==> config.mk <==
export PLATFORM = sky130hd
export DESIGN_NAME = correlation_peak_lag_finder
export DESIGN_NICKNAME = d
export VERILOG_FILES = /design/src/hw/rtl/cplf_pkg.sv /design/src/hw/rtl/cplf_fifo.sv /design/src/hw/rtl/cplf_front.sv /design/src/hw/rtl/cplf_sqrt.sv /design/src/hw/rtl/cplf_div.sv /design/src/hw/rtl/cplf_back.sv /design/src/hw/rtl/correlation_peak_lag_finder.sv
export SDC_FILE = /design/constraint.sdc
export NUM_CORES = 2
export LEC_CHECK = 0
export BUFFER_PORTS_ARGS = -buffer_cell sky130_fd_sc_hd__buf_2
export CAP_MARGIN = 40
export CORE_MARGIN = 2
export CORE_UTILIZATION = 58
export CTS_CLUSTER_SIZE = 16
export DETAILED_ROUTE_END_ITERATION = 10
export HOLD_SLACK_MARGIN = 0.02
export PLACE_DENSITY = 0.79
export SLEW_MARGIN = 20
export SYNTH_ARGS = -nofsm -noshare
export SYNTH_HDL_FRONTEND = slang
export SYNTH_SLANG_ARGS = --single-unit
==> constraint.sdc <==
create_clock -name clk -period 9.81 [get_ports clk]
set_clock_uncertainty 0.1 [all_clocks]
set_input_delay 0.981 -clock clk [delete_from_list [all_inputs] [get_ports clk]]
set_output_delay 0.981 -clock clk [all_outputs]
set_load 0.005 [all_outputs]
==> src/hw/rtl/cplf_pkg.sv <==
`timescale 1ns / 1ps
// ----------------------------------------------------------------------------
// cplf_pkg
// Shared widths and constants of the correlation peak lag finder.
// ----------------------------------------------------------------------------
package cplf_pkg;

  localparam int CFG_W     = 8;
  localparam int COUNT_W   = 10;
  localparam int LAG_IDX_W = 9;
  localparam int LAG_W     = 17;
  localparam int AMP_W     = 32;
  localparam int FRAC_BITS = 8;
  localparam int ROOT_SHIFT = 16;

  localparam logic [CFG_W-1:0] MAX_LAG_RESET = 8'd13;

endpackage

==> src/hw/rtl/cplf_fifo.sv <==
`timescale 1ns / 1ps
// ----------------------------------------------------------------------------
// cplf_fifo
// Two-entry queue between the sample tracker and the finishing arithmetic.
// ----------------------------------------------------------------------------
module cplf_fifo #(
  parameter int W = 64
) (
  input  logic         clk,
  input  logic         rst,
  input  logic         push,
  input  logic [W-1:0] push_data,
  input  logic         pop,
  output logic [W-1:0] pop_data,
  output logic         full,
  output logic         empty
);

  logic [W-1:0] mem [2];
  logic         wr_ptr;
  logic         rd_ptr;
  logic [1:0]   count;

  always_ff @(posedge clk) begin
    if (push) begin
      mem[wr_ptr] <= push_data;
    end
  end

  always_ff @(posedge clk) begin
    if (rst) begin
      wr_ptr <= 1'b0;
      rd_ptr <= 1'b0;
      count  <= 2'd0;
    end else begin
      if (push) wr_ptr <= ~wr_ptr;
      if (pop) rd_ptr <= ~rd_ptr;
      count <= count + 2'(push) - 2'(pop);
    end
  end

  assign pop_data = mem[rd_ptr];
  assign full     = (count == 2'd2);
  assign empty    = (count == 2'd0);

endmodule

==> src/hw/rtl/cplf_front.sv <==
`timescale 1ns / 1ps
// ----------------------------------------------------------------------------
// cplf_front
// Takes one sample a cycle when the queue is not full; tracks the best strict
// local maximum and centre sum; queues a window summary on the last sample.
// ----------------------------------------------------------------------------
module cplf_front #(
  parameter int SW = 32
) (
  input  logic                        clk,
  input  logic                        rst,
  input  logic [cplf_pkg::CFG_W-1:0]  max_lag,
  input  logic                        in_valid,
  output logic                        in_ready,
  input  logic [SW-1:0]               sample,
  input  logic                        q_full,
  output logic                        push,
  output logic [3*SW+SW+10+cplf_pkg::LAG_IDX_W+1+cplf_pkg::CFG_W-1:0] push_data
);

  localparam int SUMW = SW + 10;

  logic [cplf_pkg::COUNT_W-1:0]   count;
  logic signed [SW-1:0]           prev;
  logic signed [SW-1:0]           centre;
  logic signed [SW-1:0]           best;
  logic signed [SW-1:0]           best_l;
  logic signed [SW-1:0]           best_r;
  logic [cplf_pkg::LAG_IDX_W-1:0] best_lag;
  logic signed [SUMW-1:0]         sum;
  logic                           found;

  logic signed [SW-1:0]           s;
  logic                           accept;
  logic                           last;
  logic                           upd;
  logic [cplf_pkg::COUNT_W-1:0]   lag_full;
  logic signed [SW-1:0]           best_next;
  logic signed [SW-1:0]           best_l_next;
  logic signed [SW-1:0]           best_r_next;
  logic [cplf_pkg::LAG_IDX_W-1:0] best_lag_next;
  logic signed [SUMW-1:0]         sum_next;
  logic                           found_next;

  assign s        = $signed(sample);
  assign in_ready = ~q_full;
  assign accept   = in_valid & in_ready;
  assign last     = count >= ({1'b0, max_lag, 1'b0} + cplf_pkg::COUNT_W'(2));
  assign upd      = (count >= cplf_pkg::COUNT_W'(2)) && (centre > prev) && (centre > s)
                    && (centre > best);
  assign lag_full = count - {2'b00, max_lag} - cplf_pkg::COUNT_W'(2);

  always_comb begin
    best_next     = best;
    best_l_next   = best_l;
    best_r_next   = best_r;
    best_lag_next = best_lag;
    found_next    = found;
    sum_next      = sum;
    if (count >= cplf_pkg::COUNT_W'(2)) begin
      sum_next = sum + SUMW'(centre);
    end
    if (upd) begin
      best_next     = centre;
      best_l_next   = prev;
      best_r_next   = s;
      best_lag_next = lag_full[cplf_pkg::LAG_IDX_W-1:0];
      found_next    = 1'b1;
    end
  end

  assign push      = accept & last;
  assign push_data = {max_lag, found_next, sum_next, best_lag_next, best_r_next,
                      best_l_next, best_next};

  always_ff @(posedge clk) begin
    if (rst) begin
      count    <= '0;
      prev     <= '0;
      centre   <= '0;
      best     <= '0;
      best_l   <= '0;
      best_r   <= '0;
      best_lag <= '0;
      sum      <= '0;
      found    <= 1'b0;
    end else if (accept) begin
      if (last) begin
        count    <= '0;
        prev     <= '0;
        centre   <= '0;
        best     <= '0;
        best_l   <= '0;
        best_r   <= '0;
        best_lag <= '0;
        sum      <= '0;
        found    <= 1'b0;
      end else begin
        count    <= count + cplf_pkg::COUNT_W'(1);
        prev     <= centre;
        centre   <= s;
        best     <= best_next;
        best_l   <= best_l_next;
        best_r   <= best_r_next;
        best_lag <= best_lag_next;
        sum      <= sum_next;
        found    <= found_next;
      end
    end
  end

endmodule

==> src/hw/rtl/cplf_sqrt.sv <==
`timescale 1ns / 1ps
// ----------------------------------------------------------------------------
// cplf_sqrt
// Integer square root, one result bit per cycle.
// ----------------------------------------------------------------------------
module cplf_sqrt #(
  parameter int RW = 24
) (
  input  logic            clk,
  input  logic            rst,
  input  logic            start,
  input  logic [2*RW-1:0] x,
  output logic            busy,
  output logic [RW-1:0]   root
);

  localparam int CW = $clog2(RW + 1);

  logic [2*RW-1:0] xs;
  logic [RW+1:0]   rem;
  logic [CW-1:0]   cnt;
  logic [RW+3:0]   rem_sh;
  logic [RW+3:0]   trial;

  assign rem_sh = {rem, xs[2*RW-1 -: 2]};
  assign trial  = (RW + 4)'({root, 2'b01});

  always_ff @(posedge clk) begin
    if (rst) begin
      busy <= 1'b0;
      cnt  <= '0;
    end else if (start) begin
      busy <= 1'b1;
      cnt  <= CW'(RW);
    end else if (busy) begin
      cnt <= cnt - CW'(1);
      if (cnt == CW'(1)) busy <= 1'b0;
    end
  end

  always_ff @(posedge clk) begin
    if (start) begin
      xs   <= x;
      rem  <= '0;
      root <= '0;
    end else if (busy) begin
      xs <= {xs[2*RW-3:0], 2'b00};
      if (rem_sh >= trial) begin
        rem  <= (RW + 2)'(rem_sh - trial);
        root <= {root[RW-2:0], 1'b1};
      end else begin
        rem  <= rem_sh[RW+1:0];
        root <= {root[RW-2:0], 1'b0};
      end
    end
  end

endmodule

==> src/hw/rtl/cplf_div.sv <==
`timescale 1ns / 1ps
// ----------------------------------------------------------------------------
// cplf_div
// Unsigned restoring divider, one quotient bit per cycle.
// ----------------------------------------------------------------------------
module cplf_div #(
  parameter int W = 42
) (
  input  logic         clk,
  input  logic         rst,
  input  logic         start,
  input  logic [W-1:0] dividend,
  input  logic [W-1:0] divisor,
  output logic         busy,
  output logic [W-1:0] quot,
  output logic [W-1:0] rem
);

  localparam int CW = $clog2(W + 1);

  logic [W-1:0] dvs;
  logic [CW-1:0] cnt;
  logic [W:0]   r_sh;

  assign r_sh = {rem, quot[W-1]};

  always_ff @(posedge clk) begin
    if (rst) begin
      busy <= 1'b0;
      cnt  <= '0;
    end else if (start) begin
      busy <= 1'b1;
      cnt  <= CW'(W);
    end else if (busy) begin
      cnt <= cnt - CW'(1);
      if (cnt == CW'(1)) busy <= 1'b0;
    end
  end

  always_ff @(posedge clk) begin
    if (start) begin
      quot <= dividend;
      rem  <= '0;
      dvs  <= divisor;
    end else if (busy) begin
      if (r_sh >= {1'b0, dvs}) begin
        rem  <= W'(r_sh - {1'b0, dvs});
        quot <= {quot[W-2:0], 1'b1};
      end else begin
        rem  <= r_sh[W-1:0];
        quot <= {quot[W-2:0], 1'b0};
      end
    end
  end

endmodule

==> src/hw/rtl/cplf_back.sv <==
`timescale 1ns / 1ps
// ----------------------------------------------------------------------------
// cplf_back
// Finishes one window: three roots and the mean, then the parabolic fraction
// for a found peak with den > 0, then holds the result word until it is taken.
// ----------------------------------------------------------------------------
module cplf_back #(
  parameter int SW = 32
) (
  input  logic                             clk,
  input  logic                             rst,
  input  logic                             q_empty,
  output logic                             pop,
  input  logic [3*SW+SW+10+cplf_pkg::LAG_IDX_W+1+cplf_pkg::CFG_W-1:0] q_data,
  output logic                             out_valid,
  input  logic                             out_ready,
  output logic [cplf_pkg::LAG_W-1:0]       lag_offset,
  output logic [cplf_pkg::AMP_W-1:0]       amplitude,
  output logic                             peak_found
);

  localparam int SUMW = SW + 10;
  localparam int RW   = (SW + 16) / 2;
  localparam int XW   = 2 * RW;
  localparam int DW   = (SUMW > RW + 10) ? SUMW : RW + 10;
  localparam int AW   = (SUMW + 2 > 33) ? SUMW + 2 : 33;
  localparam int O_L   = SW;
  localparam int O_R   = 2 * SW;
  localparam int O_LAG = 3 * SW;
  localparam int O_SUM = O_LAG + cplf_pkg::LAG_IDX_W;
  localparam int O_FND = O_SUM + SUMW;
  localparam int O_MAX = O_FND + 1;
  localparam logic signed [AW-1:0] AMP_MAX = AW'(64'sd2147483647);
  localparam logic signed [AW-1:0] AMP_MIN = AW'(-64'sd2147483648);

  typedef enum logic [2:0] {IDLE, ROOTS, FRAC, FIN, HOLD} state_t;

  state_t state;

  logic signed [SW-1:0]           v_peak, v_left, v_right;
  logic signed [SUMW-1:0]         v_sum;
  logic [cplf_pkg::CFG_W-1:0]     v_max;
  logic [XW-1:0]                  x_m, x_l, x_r;
  logic [RW-1:0]                  m_root, l_root, r_root;
  logic                           busy_m, busy_l, busy_r;
  logic                           sq_start;
  logic                           dv_start;
  logic [DW-1:0]                  dv_a, dv_b, dv_q, dv_r;
  logic                           dv_busy;

  logic [cplf_pkg::LAG_IDX_W-1:0] k_lag;
  logic                           k_found;
  logic                           k_neg;
  logic                           k_frac_on;
  logic                           k_frac_neg;
  logic signed [SUMW:0]           mean;
  logic [RW-1:0]                  k_m;

  logic signed [RW+1:0]           den;
  logic [RW-1:0]                  diff;
  logic [RW+8:0]                  num;
  logic signed [SUMW:0]           mean_next;
  logic signed [AW-1:0]           amp;
  logic [cplf_pkg::LAG_W-1:0]     frac17;
  logic [cplf_pkg::LAG_W-1:0]     lag_base;

  assign v_peak  = $signed(q_data[SW-1:0]);
  assign v_left  = $signed(q_data[O_L +: SW]);
  assign v_right = $signed(q_data[O_R +: SW]);
  assign v_sum   = $signed(q_data[O_SUM +: SUMW]);
  assign v_max   = q_data[O_MAX +: cplf_pkg::CFG_W];

  function automatic logic [XW-1:0] root_arg(input logic signed [SW-1:0] v);
    logic [XW-1:0] t;
    t = XW'({1'b0, v[SW-2:0]});
    if (v <= 0) t = '0;
    return t << cplf_pkg::ROOT_SHIFT;
  endfunction

  assign x_m = root_arg(v_peak);
  assign x_l = root_arg(v_left);
  assign x_r = root_arg(v_right);

  assign pop      = (state == IDLE) && !q_empty;
  assign sq_start = pop;

  cplf_sqrt #(.RW(RW)) u_sqrt_m (
    .clk(clk), .rst(rst), .start(sq_start), .x(x_m), .busy(busy_m), .root(m_root)
  );
  cplf_sqrt #(.RW(RW)) u_sqrt_l (
    .clk(clk), .rst(rst), .start(sq_start), .x(x_l), .busy(busy_l), .root(l_root)
  );
  cplf_sqrt #(.RW(RW)) u_sqrt_r (
    .clk(clk), .rst(rst), .start(sq_start), .x(x_r), .busy(busy_r), .root(r_root)
  );

  assign den  = $signed({1'b0, m_root, 1'b0}) - $signed({2'b00, l_root})
                - $signed({2'b00, r_root});
  assign diff = (r_root >= l_root) ? (r_root - l_root) : (l_root - r_root);
  assign num  = {1'b0, diff, 8'h00} + (RW + 9)'(den[RW:0]);

  always_comb begin
    dv_start = 1'b0;
    dv_a     = '0;
    dv_b     = '0;
    if (pop) begin
      dv_start = 1'b1;
      dv_a     = DW'(v_sum[SUMW-1] ? -v_sum : v_sum);
      dv_b     = DW'({v_max, 1'b1});
    end else if (state == ROOTS && !busy_m && !busy_l && !busy_r && !dv_busy
                 && k_found && den > 0) begin
      dv_start = 1'b1;
      dv_a     = DW'(num);
      dv_b     = DW'({den[RW:0], 1'b0});
    end
  end

  cplf_div #(.W(DW)) u_div (
    .clk(clk), .rst(rst), .start(dv_start), .dividend(dv_a), .divisor(dv_b),
    .busy(dv_busy), .quot(dv_q), .rem(dv_r)
  );

  assign mean_next = k_neg ? -($signed({1'b0, dv_q[SUMW-1:0]}) + (SUMW + 1)'(dv_r != '0))
                           : $signed({1'b0, dv_q[SUMW-1:0]});
  assign amp       = $signed(AW'(k_m)) - AW'(mean);
  assign frac17    = k_frac_on ? dv_q[cplf_pkg::LAG_W-1:0] : '0;
  assign lag_base  = {k_lag, 8'h00};

  always_ff @(posedge clk) begin
    if (rst) begin
      state     <= IDLE;
      out_valid <= 1'b0;
    end else begin
      unique case (state)
        IDLE: begin
          if (pop) state <= ROOTS;
        end
        ROOTS: begin
          if (!busy_m && !busy_l && !busy_r && !dv_busy) begin
            state <= dv_start ? FRAC : FIN;
          end
        end
        FRAC: begin
          if (!dv_busy) state <= FIN;
        end
        FIN: begin
          state     <= HOLD;
          out_valid <= 1'b1;
        end
        HOLD: begin
          if (out_ready) begin
            state     <= IDLE;
            out_valid <= 1'b0;
          end
        end
        default: state <= IDLE;
      endcase
    end
  end

  always_ff @(posedge clk) begin
    if (pop) begin
      k_lag   <= q_data[O_LAG +: cplf_pkg::LAG_IDX_W];
      k_found <= q_data[O_FND];
      k_neg   <= v_sum[SUMW-1];
    end
    if (state == ROOTS && !busy_m && !busy_l && !busy_r && !dv_busy) begin
      mean       <= mean_next;
      k_m        <= k_found ? m_root : '0;
      k_frac_on  <= dv_start;
      k_frac_neg <= r_root < l_root;
    end
    if (state == FIN) begin
      peak_found <= k_found;
      if (!k_found) lag_offset <= '0;
      else lag_offset <= k_frac_neg ? lag_base - frac17 : lag_base + frac17;
      if (amp > AMP_MAX) amplitude <= AMP_MAX[cplf_pkg::AMP_W-1:0];
      else if (amp < AMP_MIN) amplitude <= AMP_MIN[cplf_pkg::AMP_W-1:0];
      else amplitude <= amp[cplf_pkg::AMP_W-1:0];
    end
  end

endmodule

==> src/hw/rtl/correlation_peak_lag_finder.sv <==
`timescale 1ns / 1ps
// ----------------------------------------------------------------------------
// correlation_peak_lag_finder
// Finds the peak of a correlation window, refines its lag by a parabola
// through the roots of the peak and its neighbours, and gives its amplitude.
//
//   channel | dir | fields (low bit first)
//   s_*     | in  | tdata: corr_sample
//   m_*     | out | tdata: lag_offset, amplitude; tuser: peak_found
//   cfg_*   | in  | max_lag
//
// Samples are taken one a cycle; a window is 2L+3 words.
// After the last word, the roots and the mean divider run in parallel; for a
// found peak with a positive denominator the fraction divider then runs.
// A two-entry queue lets the next windows stream in meanwhile; s_tready
// falls only when it is full. Reset is synchronous and clears all windows.
// ----------------------------------------------------------------------------
module correlation_peak_lag_finder #(
  parameter int SAMPLE_WIDTH = 32
) (
  input  logic                              clk,
  input  logic                              rst,
  input  logic                              cfg_we,
  input  logic [cplf_pkg::CFG_W-1:0]        cfg_wdata,
  input  logic                              s_tvalid,
  output logic                              s_tready,
  input  logic [((SAMPLE_WIDTH+7)/8)*8-1:0] s_tdata,  // corr_sample
  output logic                              m_tvalid,
  input  logic                              m_tready,
  output logic [55:0]                       m_tdata,  // lag_offset, amplitude
  output logic [0:0]                        m_tuser   // peak_found
);

  localparam int SNAP_W = 4 * SAMPLE_WIDTH + 10 + cplf_pkg::LAG_IDX_W + 1 + cplf_pkg::CFG_W;

  logic [cplf_pkg::CFG_W-1:0]  max_lag;
  logic                        push, pop, q_full, q_empty;
  logic [SNAP_W-1:0]           push_data, pop_data;
  logic [cplf_pkg::LAG_W-1:0]  lag_offset;
  logic [cplf_pkg::AMP_W-1:0]  amplitude;
  logic                        peak_found;

  always_ff @(posedge clk) begin
    if (rst) max_lag <= cplf_pkg::MAX_LAG_RESET;
    else if (cfg_we) max_lag <= cfg_wdata;
  end

  cplf_front #(.SW(SAMPLE_WIDTH)) u_front (
    .clk(clk), .rst(rst), .max_lag(max_lag), .in_valid(s_tvalid), .in_ready(s_tready),
    .sample(s_tdata[SAMPLE_WIDTH-1:0]), .q_full(q_full), .push(push),
    .push_data(push_data)
  );

  cplf_fifo #(.W(SNAP_W)) u_fifo (
    .clk(clk), .rst(rst), .push(push), .push_data(push_data), .pop(pop),
    .pop_data(pop_data), .full(q_full), .empty(q_empty)
  );

  cplf_back #(.SW(SAMPLE_WIDTH)) u_back (
    .clk(clk), .rst(rst), .q_empty(q_empty), .pop(pop), .q_data(pop_data),
    .out_valid(m_tvalid), .out_ready(m_tready), .lag_offset(lag_offset),
    .amplitude(amplitude), .peak_found(peak_found)
  );

  assign m_tdata = {7'd0, amplitude, lag_offset};
  assign m_tuser = peak_found;

endmodule

# == Yosys cells after proc, flatten, opt, wreduce, memory -nomap -nowiden ==
# Memories as Yosys holds them, arrays and structs flattened. A register that Yosys moved wholly into a read port is not among the register bits.
# Index checks and enable logic that the tools add are counted.
# totals
ff_bits,765
latchBits,0
ram_bits,312
mem_bits_ro,0
inputBits,45
output_inout_bits,59
memories,1
# op_classes
n_addsub,26
multipliers,0
div,0
magnitude_cmp,17
eq_ne,13
shift,0
muxes,78
bitwise,6
n_reduce_logical,31
# mem_list
name,words,word_bits,rd,rd_clocked_by_memory_dff,write_ports,line,source
u_fifo.mem,2,156,1,1,1,cplf_fifo.sv:19,logic [W-1:0] mem [2];
# op_table
cell,count
$mux 42,8
$mux 32,9
$mux 48,6
$gt 32x32->1,3
$le 32x1->1 const B,3
$mux 31,3
$ge 28x26->1,3
$mux 26,3
$sub 26x26->26,3
$sub 24x24->24,2
$gt 44x32->1 const B,1
$lt 44x32->1 const B,1
$sub 25x43->44,1
$add 42x1->43,1
$ge 43x42->1,1
$neg 43->43,1
$add 42x32->42,1
$neg 42->42,1
$reduce_bool 42->1,1
$sub 42x42->42,1
$mux 9,4
$mux 17,2
$add 32x25->33,1
$mux 33,1
other kinds (42),110

# == Depth between registers and ports, before layout ==
# logic_depth
depth_word,12
mapped_depth,27

# == Cells and area by module ==
# A second synthesis with hierarchy kept.
# unflattened
cells_unflattened,6970
hier_area_um2,69631.8
# by_module_without_submodules
mod,instances,cells_per_inst,area_per_inst_um2,seq_area_each_um2
cplf_back,1,2165,17709.5,3983.8
cplf_front,1,1806,14818.0,4444.3
cplf_sqrt at u_back.u_sqrt_l ...,2,557,5800.6,2562.5
cplf_fifo,1,506,11527.3,9469.1
cplf_div,1,798,7913.8,3503.4
cplf_sqrt at u_back.u_sqrt_r,1,547,5709.2,2562.5
correlation_peak_lag_finder,1,34,352.8,160.2

# == Worst setup path before layout ==
# OpenSTA, ideal clock, no wires.
# synth_timing
path_kind,reg-to-reg
from,reg max_lag[0] (netlist bit)
to,mem u_fifo.mem[0][0] (netlist bit) (enable)
setup_ns,0.675
arrival_ns,8.636
required_time_ns,9.035
path_slack_ns,0.400
path_stages_with_launch,16
path_buffers,1
period_less_slack_ns,9.410
path_cell_list,dfxtp_1 > ha_1 > inv_1 > ha_1 > a21boi_0 > o21a_1 > o21a_1 > o21a_1 > o21a_1 > o21a_1 > o21a_1 > o21ai_0 > nand2b_1 > clkbuf_1 > nand2_1 > nor2_1
# synth_via
elab_chain_cells,5
# synth_lines
item,line,source
from (decl),correlation_peak_lag_finder.sv:36,logic [cplf_pkg::CFG_W-1:0] max_lag;
from (signal assigned),correlation_peak_lag_finder.sv:44,if (rst) max_lag <= cplf_pkg::MAX_LAG_RESET;
from (signal assigned),correlation_peak_lag_finder.sv:45,else if (cfg_we) max_lag <= cfg_wdata;
$add 9x2->10,cplf_front.sv:48,"assign last = count >= ({1'b0, max_lag, 1'b0} + cplf_pkg::COUNT_W'(2));"
$ge 10x10->1,cplf_front.sv:48,
$and 1x1->1,cplf_front.sv:72,assign push = accept & last;
$mux 1,cplf_fifo.sv:25,if (push) begin
$mux 1 (not written as such),cplf_fifo.sv:26,mem[wr_ptr] <= push_data;
to (decl),cplf_fifo.sv:19,
# Every way passes these cells.

# == Worst setup path in the final report ==
# layout_timing
from,reg u_back.u_sqrt_r.root[10]
to,"reg u_back.u_div.quot[28], data pin"
# layout_via
elab_chain_cells,6
elab_cells_between_ends,13
classes_between,add/sub: 4; order compare: 2; mux: 6; reduce/logical: 1
# layout_lines
item,line,source
from (decl),cplf_sqrt.sv:14,output logic [RW-1:0] root
from (signal assigned),cplf_sqrt.sv:50,"root <= {root[RW-2:0], 1'b1};"
from (signal assigned),cplf_sqrt.sv:53,"root <= {root[RW-2:0], 1'b0};"
"$sub 24x24->24, or another cell as far along",cplf_back.sv:99,assign diff = (r_root >= l_root) ? (r_root - l_root) : (l_root - r_root);
$mux 24 / $gt 26x1->1 (equally long branches),"cplf_back.sv:99, cplf_back.sv:111",
$add 32x25->33 / $logic_and 1x1->1 (equally long branches),"cplf_back.sv:100, cplf_back.sv:111",
$mux 33 / $mux 1 (equally long branches),cplf_back.sv:110,end else if (state == ROOTS && !busy_m && !busy_l && !busy_r && !dv_busy
$mux 42 / $mux 1 (equally long branches),cplf_back.sv:106,if (pop) begin
$mux 42 *,cplf_div.sv:41,if (start) begin
to (signal assigned),cplf_div.sv:42,quot <= dividend;
to (signal assigned),cplf_div.sv:48,"quot <= {quot[W-2:0], 1'b1};"
to (signal assigned),cplf_div.sv:51,"quot <= {quot[W-2:0], 1'b0};"
to (decl),cplf_div.sv:15,"output logic [W-1:0] quot,"
# Mark *: on every way between the ends. The rest lies on a longest branch, timed or not.
# A chain may end at the register's enable or synchronous reset.

==> impl_metrics.ini <==
[finish]
layout-drive-gt1-share_pct = 7.45
area_delta_synth_final_pct = 9.44
antenna-diode-count = 0
layout.cells.non_filler = 8135
nFillCells = 8619
final_core_util_pct = 63.8
nets = 7177

[worst_setup_path]
worstPathMaxFanout = 15
endpoint_kind = flip-flop
reg2reg_depth = 23
cp.arrival_ns = 6.51
crit_type = reg2reg
critPathRequiredTime_ns = 10.20
cp-start-kind = flip-flop

[clock_tree]
clk_latency_ns = 0.74
ctsResizeCount = 0
root_buffer = clkbuf_16
clock-sinks = 1062
post_cts_buffers = 0
htree_levels = 3
numCtsBuffers = 111
clkTransAtPathRegs_ns = 0.07
cts_tree = yes
ctsHoldBuffers = 0
cts_buffer_depth = 3

[routing]
first_pass_iters = 7
vias = 50900
routed_wl_um = 175000
ant_nets = 0
vias_per_cell = 6.26
wl_per_cell_um = 21.5
drcViolationCount = 0
drt_iter0_drc = 5228

[timing]
setup_viol = 0
tns_ns = 0
finalHoldViolations = 0
slew_headroom_pct = 30.9
period_needed_ns = 6.12
finalCritPeriodShare_pct = 62.4
worstMarginPinSlew_ns = 1.04
drv_slew = 0
hold_ws_ns = 0.366
fmax_mhz = 163
rsz0062_at_grt = no

[global_route]
track_usage_pct = 30.6
grt_max_degree = 157
grt_remaining_overflow = 0
grt_pass1_vias = 48500
grt_pass1_wl_um = 271000
antenna_found_initial = 5

[placement]
port_buffers = 96
hpwl_um = 127000
dpl.cell_count = 7916
routabilityCongestion = 0.982

[logic_synthesis]
synth_seq_cells = 1062
synthAdderAreaFrac_pct = 10.4
synth.distinct_cells = 109
ys_warn_count = 0
synthArstFlopShare_pct = 0
avgSynthCellArea_um2 = 9.56
synthMuxAreaShare_pct = 5.58
synth_edf_count = 606
synth_compound_area_share_pct = 17.6
ys.flop_type = edfxtp_1
synthCells = 6620
synth-simple-area-share_pct = 13.9
syn_area_mm2 = 0.0633
synth_top_family_by_area = compound AO/OA/AOI/OAI gates
synthXorXnorAreaFrac_pct = 4.70
ys_seq_area_share_pct = 43.2

[floorplanning]
core_area_mm2 = 0.109
die-height_um = 334
initial_core_util_pct = 58.3
io_pins = 104
die_x_um = 334
design.die.area_mm2 = 0.112
fp-row-count = 121

[flow_run]
cap_violations = 0

[worst_hold_path]
holdCritPathClass = reg2reg
hold_depth = 1

[outcome]
status = finished, final reports clean
==> metrics by stage <==
| stage | area [um2] | worst slack (ns) |
|---|---|---|
| global route | 69300 | 3.16 |
| finish | 69300 | 3.69 |
| floorplan | 63300 | 0.400 |
| detailed placement | 65300 | 3.72 |
| global placement | 65000 | 3.84 |
| CTS | 69100 | 3.73 |
==> per-layer routing <==
layer	GRT usage, %	vias up	wire length [um]
met5	0	-	57
met4	13.5	6	8460
met3	5.15	446	14300
met2	50.3	2169	81100
met1	39.9	24300	70800
li1	-	24000	-
==> critical path, stage by stage (launching register included) <==
cell       delay [ns]
dfxtp_1          0.38
inv_1            0.13
ha_1             0.44
nor2_1           0.25
o21ai_1          0.12
a2111oi_1        0.65
nand2b_1         0.24
o21ai_2          0.14
nand2_2          0.39
nor3_1           0.09
a21oi_1          0.16
xnor2_1          0.19
ha_1             0.29
inv_1            0.11
o21bai_1         0.12
a21o_1           0.19
a21oi_1          0.26
a2111oi_0        0.12
a311oi_1         0.47
o31ai_2          0.17
a31o_4           0.28
a21oi_4          0.18
o211ai_1         0.13
a221o_1          0.30
==> cell usage in the layout (no fill, tap or decap), drive strengths merged, types with 147 or more instances in the layout <==
cell,instances
nand2,550
clkbuf,147
nor2,544
mux2i,288
inv,449
buf,180
ha,479
a21oi,490
edfxtp,606
xnor2,213
o21ai,485
dfxtp,456
==> sequential cells by signal, summed over array words and instances (netlist names), 42 cells and up, named ones only <==
| name | flops |
|---|---|
| u_back.u_div.quot | 42 |
| u_back.mean | 43 |
| u_front.sum | 42 |
| u_back.u_div.rem | 42 |
| u_fifo.mem | 312 |
==> cell usage after synthesis (22+ instances only) <==
library cell,count,share of area (%)
nor2b_1,70,0.69
and3_1,40,0.40
o211ai_1,32,0.38
nand3_1,130,1.0
fa_1,31,0.98
nor3_1,125,0.99
edfxtp_1,606,29
a21o_1,145,1.7
nand4_1,74,0.73
nor4_1,79,0.78
o22ai_1,22,0.22
o21ai_1,29,0.23
xnor2_1,212,2.9
o21bai_1,52,0.62
nor2_1,541,3.2
o31ai_1,35,0.42
a21oi_1,488,3.9
or3_1,36,0.36
nand2b_1,56,0.55
o21ai_0,455,3.6
ha_1,479,9.5
buf_1,41,0.24
inv_1,442,2.6
dfxtp_1,456,14
and2_1,56,0.55
xor2_1,118,1.6
buf_2,37,0.29
a31oi_1,62,0.61
mux2_2,58,1.0
o21a_1,48,0.57
mux2i_1,288,4.6
a22oi_1,32,0.38
o221ai_1,28,0.39
nand2_1,549,3.3
a211oi_1,55,0.65
clkbuf_1,206,1.2
a22o_1,107,1.5
==> cell families after synthesis <==
logic type      Yosys count
compound gates         1763
xor+xnor                334
fa+ha+maj               510
buf+inv                 746
flops                  1062
mux                     346
other cells               1
simple gates           1858
==> cell type report <==
cell class / instances / area (um2) / area share [%]
Sequential cell: 1062 / 27300 / 39.5
Multi-Input combinational cell: 4818 / 33200 / 47.9
Timing Repair Buffer: 181 / 1430 / 2.06
Inverter: 448 / 1690 / 2.43
Clock buffer: 147 / 3140 / 4.53
Clock inverter: 65 / 716 / 1.03
Tap cell: 1414 / 1770 / 2.55
==> final timing paths <==
path | startpoint | endpoint | slack (ns)
worst min register to register | u_front.prev[22] | u_front.best_l[22] | 0.37
worst max-delay path | u_back.u_sqrt_r.root[10] | u_back.u_div.quot[28] | 3.69
worst max register to register | u_back.u_sqrt_r.root[10] | u_back.u_div.quot[28] | 3.69
worst min-delay path | u_front.prev[22] | u_front.best_l[22] | 0.37
Power is not shown: default switching activity piles up to over one toggle a cycle in this logic, so the estimate is an artifact.
